[src/ctsrr_pkg.sv]
// Shared types and constants for the capture timestamp round-robin core.
`timescale 1ns / 1ps

package ctsrr_pkg;

  // Fixed field widths.
  localparam int unsigned ACTION_W = 2;
  localparam int unsigned CAP_W    = 16;
  localparam int unsigned EXT_W    = 16;
  localparam int unsigned TS_W     = EXT_W + CAP_W;
  localparam int unsigned CNT_W    = 32;
  localparam int unsigned CHAN_W   = 2;
  localparam int unsigned MAX_CH   = 4;

  // Action codes carried in a request.
  localparam logic [ACTION_W-1:0] ACT_CAPTURE   = 2'd0;
  localparam logic [ACTION_W-1:0] ACT_SERVICE   = 2'd1;
  localparam logic [ACTION_W-1:0] ACT_EXT_CLEAR = 2'd2;

  // Reset value of the channel enable register and the capture high-nibble mask.
  localparam logic [MAX_CH-1:0] ENABLE_RESET = 4'hf;
  localparam logic [CAP_W-1:0]  HIGH_NIBBLE  = 16'hf000;

  // Input request payload.
  typedef struct packed {
    logic [ACTION_W-1:0] action;
    logic [MAX_CH-1:0]   capture_flags;
    logic                wrap_pending;
    logic [CAP_W-1:0]    capture_zero;
    logic [CAP_W-1:0]    capture_one;
    logic [CAP_W-1:0]    capture_two;
    logic [CAP_W-1:0]    capture_three;
  } req_t;

  // Result payload.
  typedef struct packed {
    logic              found;
    logic [CHAN_W-1:0] channel;
    logic              overwritten;
    logic [CNT_W-1:0]  event_count;
    logic [TS_W-1:0]   timestamp;
  } rsp_t;

  // Commands from the controller to the datapath.
  typedef struct packed {
    logic capture;
    logic ext_clear;
    logic scan_start;
    logic scan_step;
    logic load_out;
  } cmd_t;

  // Status from the datapath to the controller.
  typedef struct packed {
    logic hit;
    logic last;
  } status_t;

endpackage

[src/ctsrr_ctrl.sv]
// Controller state machine: request acceptance, scan sequencing and result hand-off.
`timescale 1ns / 1ps

module ctsrr_ctrl
  import ctsrr_pkg::*;
(
  input  logic                clk,
  input  logic                rst,
  input  logic                req_valid,
  input  logic [ACTION_W-1:0] req_action,
  output logic                req_stall,
  output logic                rsp_valid,
  input  logic                rsp_stall,
  output cmd_t                cmd,
  input  status_t             status
);

  typedef enum logic [1:0] {
    ST_IDLE,
    ST_SCAN,
    ST_EMIT
  } state_t;

  state_t state;

  // A request is taken only while idle.
  assign req_stall = (state != ST_IDLE);

  // Command decode.
  always_comb begin
    cmd = '0;
    case (state)
      ST_IDLE: begin
        if (req_valid) begin
          case (req_action)
            ACT_CAPTURE:   cmd.capture    = 1'b1;
            ACT_SERVICE:   cmd.scan_start = 1'b1;
            ACT_EXT_CLEAR: cmd.ext_clear  = 1'b1;
            default:       cmd            = '0;
          endcase
        end
      end
      ST_SCAN: cmd.scan_step = 1'b1;
      ST_EMIT: cmd.load_out  = !rsp_valid || !rsp_stall;
      default: cmd = '0;
    endcase
  end

  // State and the result valid flag.
  always_ff @(posedge clk) begin
    if (rst) begin
      state     <= ST_IDLE;
      rsp_valid <= 1'b0;
    end else begin
      case (state)
        ST_IDLE: begin
          if (req_valid && (req_action == ACT_SERVICE)) begin
            state <= ST_SCAN;
          end
        end
        ST_SCAN: begin
          if (status.hit || status.last) begin
            state <= ST_EMIT;
          end
        end
        ST_EMIT: begin
          if (cmd.load_out) begin
            state <= ST_IDLE;
          end
        end
        default: state <= ST_IDLE;
      endcase

      if (cmd.load_out) begin
        rsp_valid <= 1'b1;
      end else if (!rsp_stall) begin
        rsp_valid <= 1'b0;
      end
    end
  end

endmodule

[src/ctsrr_dpath.sv]
// Datapath: channel records, timestamp extension, scan pointer and result register.
`timescale 1ns / 1ps

module ctsrr_dpath
  import ctsrr_pkg::*;
#(
  parameter int unsigned NUM_CHANNELS = 4
) (
  input  logic              clk,
  input  logic              rst,
  input  req_t              req,
  input  logic              cfg_write,
  input  logic [MAX_CH-1:0] cfg_data,
  input  cmd_t              cmd,
  output status_t           status,
  output rsp_t              rsp
);

  localparam int unsigned CH_W = (NUM_CHANNELS > 1) ? $clog2(NUM_CHANNELS) : 1;

  logic [MAX_CH-1:0]   channel_enable;
  logic [EXT_W-1:0]    extension_count;
  logic [TS_W-1:0]     channel_timestamp [NUM_CHANNELS];
  logic [CNT_W-1:0]    channel_count     [NUM_CHANNELS];
  logic [NUM_CHANNELS-1:0] channel_valid;
  logic [NUM_CHANNELS-1:0] channel_overwrite;
  logic [CH_W-1:0]     service_pointer;
  logic [CH_W-1:0]     scan_steps;
  rsp_t                result;

  logic [CAP_W-1:0]    capture [MAX_CH];
  logic [MAX_CH-1:0]   capture_hit;
  logic [CH_W-1:0]     pointer_next;

  // Captured values and the enabled capture flags.
  assign capture[0]  = req.capture_zero;
  assign capture[1]  = req.capture_one;
  assign capture[2]  = req.capture_two;
  assign capture[3]  = req.capture_three;
  assign capture_hit = req.capture_flags & channel_enable;

  // Next channel to examine, wrapping at the channel count.
  assign pointer_next = (service_pointer == CH_W'(NUM_CHANNELS - 1)) ? '0
                                                                     : service_pointer + 1'b1;

  assign status.hit  = channel_valid[pointer_next];
  assign status.last = (scan_steps == CH_W'(NUM_CHANNELS - 2));

  // Configuration register.
  always_ff @(posedge clk) begin
    if (rst) begin
      channel_enable <= ENABLE_RESET;
    end else if (cfg_write) begin
      channel_enable <= cfg_data;
    end
  end

  // Timestamp extension: a pending wrap advances it after the channels are stored.
  always_ff @(posedge clk) begin
    if (rst) begin
      extension_count <= '0;
    end else if (cmd.ext_clear) begin
      extension_count <= '0;
    end else if (cmd.capture && req.wrap_pending) begin
      extension_count <= extension_count + 1'b1;
    end
  end

  // Per-channel records: captures update them, a scan hit clears the flags.
  for (genvar i = 0; i < NUM_CHANNELS; i++) begin : g_chan
    logic [EXT_W-1:0] ts_high;

    assign ts_high = extension_count +
                     EXT_W'(req.wrap_pending && ((capture[i] & HIGH_NIBBLE) == '0));

    always_ff @(posedge clk) begin
      if (rst) begin
        channel_valid[i]     <= 1'b0;
        channel_overwrite[i] <= 1'b0;
        channel_count[i]     <= '0;
      end else if (cmd.capture && capture_hit[i]) begin
        channel_valid[i]     <= 1'b1;
        channel_overwrite[i] <= channel_overwrite[i] | channel_valid[i];
        channel_count[i]     <= channel_count[i] + 1'b1;
      end else if (cmd.scan_step && status.hit && (pointer_next == CH_W'(i))) begin
        channel_valid[i]     <= 1'b0;
        channel_overwrite[i] <= 1'b0;
      end
    end

    always_ff @(posedge clk) begin
      if (cmd.capture && capture_hit[i]) begin
        channel_timestamp[i] <= {ts_high, capture[i]};
      end
    end
  end

  // Scan pointer and step counter.
  always_ff @(posedge clk) begin
    if (rst) begin
      service_pointer <= '0;
      scan_steps      <= '0;
    end else if (cmd.scan_start) begin
      scan_steps <= '0;
    end else if (cmd.scan_step) begin
      service_pointer <= pointer_next;
      scan_steps      <= scan_steps + 1'b1;
    end
  end

  // Scan result: zero unless a valid channel is met.
  always_ff @(posedge clk) begin
    if (cmd.scan_start) begin
      result <= '0;
    end else if (cmd.scan_step && status.hit) begin
      result.found       <= 1'b1;
      result.channel     <= CHAN_W'(pointer_next);
      result.overwritten <= channel_overwrite[pointer_next];
      result.event_count <= channel_count[pointer_next];
      result.timestamp   <= channel_timestamp[pointer_next];
    end
  end

  // Output register.
  always_ff @(posedge clk) begin
    if (cmd.load_out) begin
      rsp <= result;
    end
  end

endmodule

[src/capture_timestamp_round_robin_core.sv]
// Top level of the four-channel input-capture timestamp core.
//
//   Channel   Signals                       Direction   Handshake
//   request   req_valid, req_stall, req     in          valid / stall
//   result    rsp_valid, rsp_stall, rsp     out         valid / stall
//   config    cfg_valid, cfg_ready, cfg_data in         valid / ready
//
// A capture or extension-clear request completes in the cycle it is accepted.
// A service request runs one scan step per channel examined by the sequencer, then
// loads the result register.
// Reset is synchronous and clears the extension, flags, counts and pointer.
// A stalled result holds in the output register while new requests are taken; a
// service request still scans, then waits with the input stalled until it leaves.
`timescale 1ns / 1ps

module capture_timestamp_round_robin_core
  import ctsrr_pkg::*;
#(
  parameter int unsigned NUM_CHANNELS = 4
) (
  input  logic              clk,
  input  logic              rst,
  input  logic              req_valid,
  output logic              req_stall,
  input  req_t              req,
  output logic              rsp_valid,
  input  logic              rsp_stall,
  output rsp_t              rsp,
  input  logic              cfg_valid,
  output logic              cfg_ready,
  input  logic [MAX_CH-1:0] cfg_data
);

  cmd_t    cmd;
  status_t status;

  // The enable register accepts a write in any cycle.
  assign cfg_ready = 1'b1;

  ctsrr_ctrl u_ctrl (
    .clk        (clk),
    .rst        (rst),
    .req_valid  (req_valid),
    .req_action (req.action),
    .req_stall  (req_stall),
    .rsp_valid  (rsp_valid),
    .rsp_stall  (rsp_stall),
    .cmd        (cmd),
    .status     (status)
  );

  ctsrr_dpath #(
    .NUM_CHANNELS (NUM_CHANNELS)
  ) u_dpath (
    .clk       (clk),
    .rst       (rst),
    .req       (req),
    .cfg_write (cfg_valid && cfg_ready),
    .cfg_data  (cfg_data),
    .cmd       (cmd),
    .status    (status),
    .rsp       (rsp)
  );

endmodule
[config.mk]
export PLATFORM = sky130hd
export DESIGN_NAME = capture_timestamp_round_robin_core
export DESIGN_NICKNAME = d
export VERILOG_FILES = /design/src/ctsrr_pkg.sv /design/src/ctsrr_ctrl.sv /design/src/ctsrr_dpath.sv /design/src/capture_timestamp_round_robin_core.sv
export SDC_FILE = /design/constraint.sdc
export NUM_CORES = 1
export LEC_CHECK = 0
export ABC_AREA = 1
export BUFFER_PORTS_ARGS = -buffer_cell sky130_fd_sc_hd__buf_2
export CORE_MARGIN = 2
export CORE_UTILIZATION = 40
export CTS_CLUSTER_SIZE = 40
export DETAILED_ROUTE_END_ITERATION = 16
export PLACE_DENSITY_LB_ADDON = 0.15
export RECOVER_POWER = 50
export SLEW_MARGIN = 15
export SYNTH_ARGS = -nofsm -noshare
export SYNTH_HDL_FRONTEND = slang
export SYNTH_SLANG_ARGS = --single-unit
[constraint.sdc]
create_clock -name clk -period 5.3 [get_ports clk]
set_input_delay 1.06 -clock clk [delete_from_list [all_inputs] [get_ports clk]]
set_output_delay 1.06 -clock clk [all_outputs]
set_load 0.03 [all_outputs]
==> flow_summary.toml <==
[status]
outcome = "finished with violations"
violations = "max-capacitance violations, max-slew violations"

[synthesis]
syn_area_um2 = 20700
synth_top_family_by_area = "simple AND/OR/NAND/NOR gates"
synthXorXnorAreaFrac_pct = 3.35
synth_nets = 2335
synth_most_common_cell = "nand2_1"
synthAdderAreaFrac_pct = 1.27
synth_common_cells = "nand2_1 (363), edfxtp_1 (324), nor2_1 (309), inv_1 (200), a21oi_1 (191)"
ys_types = 47
synth_compound_area_share_pct = 11.4
yosysSeqAreaShare_pct = 57.0
synth_top_area_cell = "edfxtp_1"
synthArstFlopShare_pct = 0
synth.ff_latch_count = 427
synth_top_area_share_pct = 47.0
synth_top_flop_cell = "edfxtp_1"
syn_avg_cell_area_um2 = 9.26
synth_mux_area_share_pct = 0
synthSimpleGateAreaFrac_pct = 20.6
ys_warn_count = 0
ys_top_cells_by_area = "edfxtp_1 (47%), dfxtp_1 (10%), nand2_1 (6.6%)"
synthCells = 2234
synth_edf_count = 324

[clocking]
cts_resized = 0
clkSlewWorstSetupHoldPaths_ns = 0.06
h-tree-depth = 2
clock_path_buffers = 3
hold_buffers = 0
post_cts_buffers = 0
clock_latency_ns = 0.61
cts_tree = "yes"
cts_sinks = 427
numCtsBuffers = 48
cts_root_buf = "clkbuf_16"

[die]
io_pins = 151
start_util_pct = 40.4
die-area_um2 = 53500
die_y_um = 231
die_x_um = 231
core_um2 = 51200
rows = 83

[final_layout]
drive_above_1_share_pct = 12.2
syn_to_final_growth_pct = 13.6
design_area_um2 = 23500
final_util_pct = 45.9
final_cells = 3081
layout.nets = 2457

[sta]
grt_setup_unrepaired = "false"
layout_min_cycle_time_ns = 3.84
maxSlewHeadroom_pct = -109
fin_crit_sh_pct = 72.5
clock-skew-final_ns = 0.0246
drv_slew = 197
fin_setup_tns_ns = 0
finalSetupViolCount = 0
whs_ns = 0.430
tightest_slew_ns = 3.12
fmax_mhz = 260
worst_slack_ns = 1.46
finalHoldViolCount = 0

[grt]
met3_usage_pct = 3.53
gr-total-overflow = 0
grt_first_pass_wirelength_um = 87000
grt_use_total_pct = 20.8
grtUsageMet1_pct = 25.8
met2_usage_pct = 35.6
grt_antenna_before_repair = 8
grt_start_max_net_pins = 88
grt-busiest-layer = "met2"
grt_pass1_vias = 15700

[worst_setup_path]
r2r_start = "u_ctrl.state[1]"
cp.required_ns = 5.85
r2r-end = "u_dpath.channel_overwrite[0]"
crit_fanout = 33
arrival_ns = 4.39
critPathKind = "primary input to flip-flop"
cp-start-kind = "primary input"
end_kind = "flip-flop"
r2r_cells = 7
r2r_setup_slack_ns = 1.64

[detailed_routing]
wirelength_um = 55100
drtAntennaViolNets = 0
via_per_inst = 5.16
vias = 15900
firstDrtPassIters = 5
drtIter0Drc = 1101
wire_per_inst_um = 17.9
drcViolationCount = 0

[min_path]
hold_end = "u_dpath.rsp[21]"
min-delay-start = "u_dpath.result[21]"
hp-class = "flip-flop to flip-flop"
whs_path_depth = 0

[placed_design]
hpwlAfterDp_um = 37300
io_buffers = 149
pre_cts_ws_ns = 1.86
globalplace.congestion = 0.882
placed_area_um2 = 21900
dp.cells = 2986

[job]
drv_cap = 6

[power]
power_leakage_nw = 8.57
p_per_area_nw_per_um2 = 349
ir_drop_uv = 284
p_total_mw = 8.21
[power by group]
group,internal [mW],total (mW),switching [mW]
clock network,2.06,3.45,1.39
registers,3.80,3.91,0.108
logic,0.216,0.849,0.633
[cell families after synthesis]
| kind of cell | after synthesis |
|---|---|
| adder cells (fa/ha/maj) | 21 |
| buffers and inverters | 303 |
| AO/OA/AOI/OAI | 443 |
| XOR/XNOR | 79 |
| other | 1 |
| AND/OR/NAND/NOR | 960 |
| flip-flops | 427 |
[routing by layer]
layer | share of wire (%) | vias to the layer above
met5 | 0.053 | -
met3 | 5.1 | 110
li1 | - | 7856
met4 | 3.9 | 4
met1 | 42 | 7550
met2 | 49 | 387
[registers in the layout, summed over array words and instances (netlist names)]
| signal | cells |
|---|---|
| u_dpath.service_pointer | 2 |
| u_dpath.extension_count | 16 |
| u_dpath.channel_valid | 4 |
| u_dpath.channel_enable | 4 |
| u_dpath.channel_overwrite | 4 |
| u_dpath.channel_timestamp | 128 |
| u_dpath.channel_count | 128 |
| u_dpath.scan_steps | 2 |
| u_ctrl.rsp_valid | 1 |
| u_dpath.result | 68 |
| u_ctrl.state | 2 |
| u_dpath.rsp | 68 |
[critical path, cell delays in order]
cell	delay [ns]
buf_2	0.10
nor2_1	0.18
nand3_1	0.50
nor2_4	0.23
clkbuf_1	1.82
a31o_2	0.36
inv_1	0.05
nor2_1	0.08
[layout by cell type, fill, tap and decap left out, types with 5 or more instances in the layout]
cell type and instances:
clkinv_1 11, inv_2 6, dfxtp_1 103, nor3b_1 6
nor3_1 40, o22ai_1 36, o21ai_0 176, ha_1 20
a21oi_1 191, clkbuf_16 50, nor2_1 310, nor2_2 9
buf_4 10, nand3_2 9, inv_1 199, clkinv_2 9
a31oi_1 5, a21oi_2 15, nor3_2 6, xor2_1 67
nand2_1 363, clkbuf_1 42, nand4_1 31, xnor2_1 12
nor2_4 15, nand2_2 12, nand3_1 143, o21ai_1 10
buf_2 124, edfxtp_1 324, diode_2 6, bufinv_16 6
[worst max-delay path by stage]
stage	endpoint	start	slack (ns)	depth (start not counted)
floorplan	u_dpath.rsp[0]	rsp_stall	0.79	3
global placement	u_dpath.channel_count[1][12]	rst	1.91	6
detailed placement	u_dpath.channel_count[1][12]	rst	1.86	6
CTS	u_dpath.result[39]	u_dpath.service_pointer[0]	2.11	9
global route	u_dpath.channel_overwrite[0]	req[69]	1.21	8
finish	u_dpath.channel_overwrite[0]	req[69]	1.46	8
[cell type report]
class / instances / area (um2)
antenna: 6 / 15.0
clock buffer: 65 / 1340
clock inverter: 24 / 298
fill: 4930 / 27700
inverter: 210 / 793
multi-input combinational: 1504 / 7580
sequential: 427 / 11800
tap: 680 / 851
timing repair buffer: 165 / 828
No activity file was read; power rests on OpenSTA's default activity.
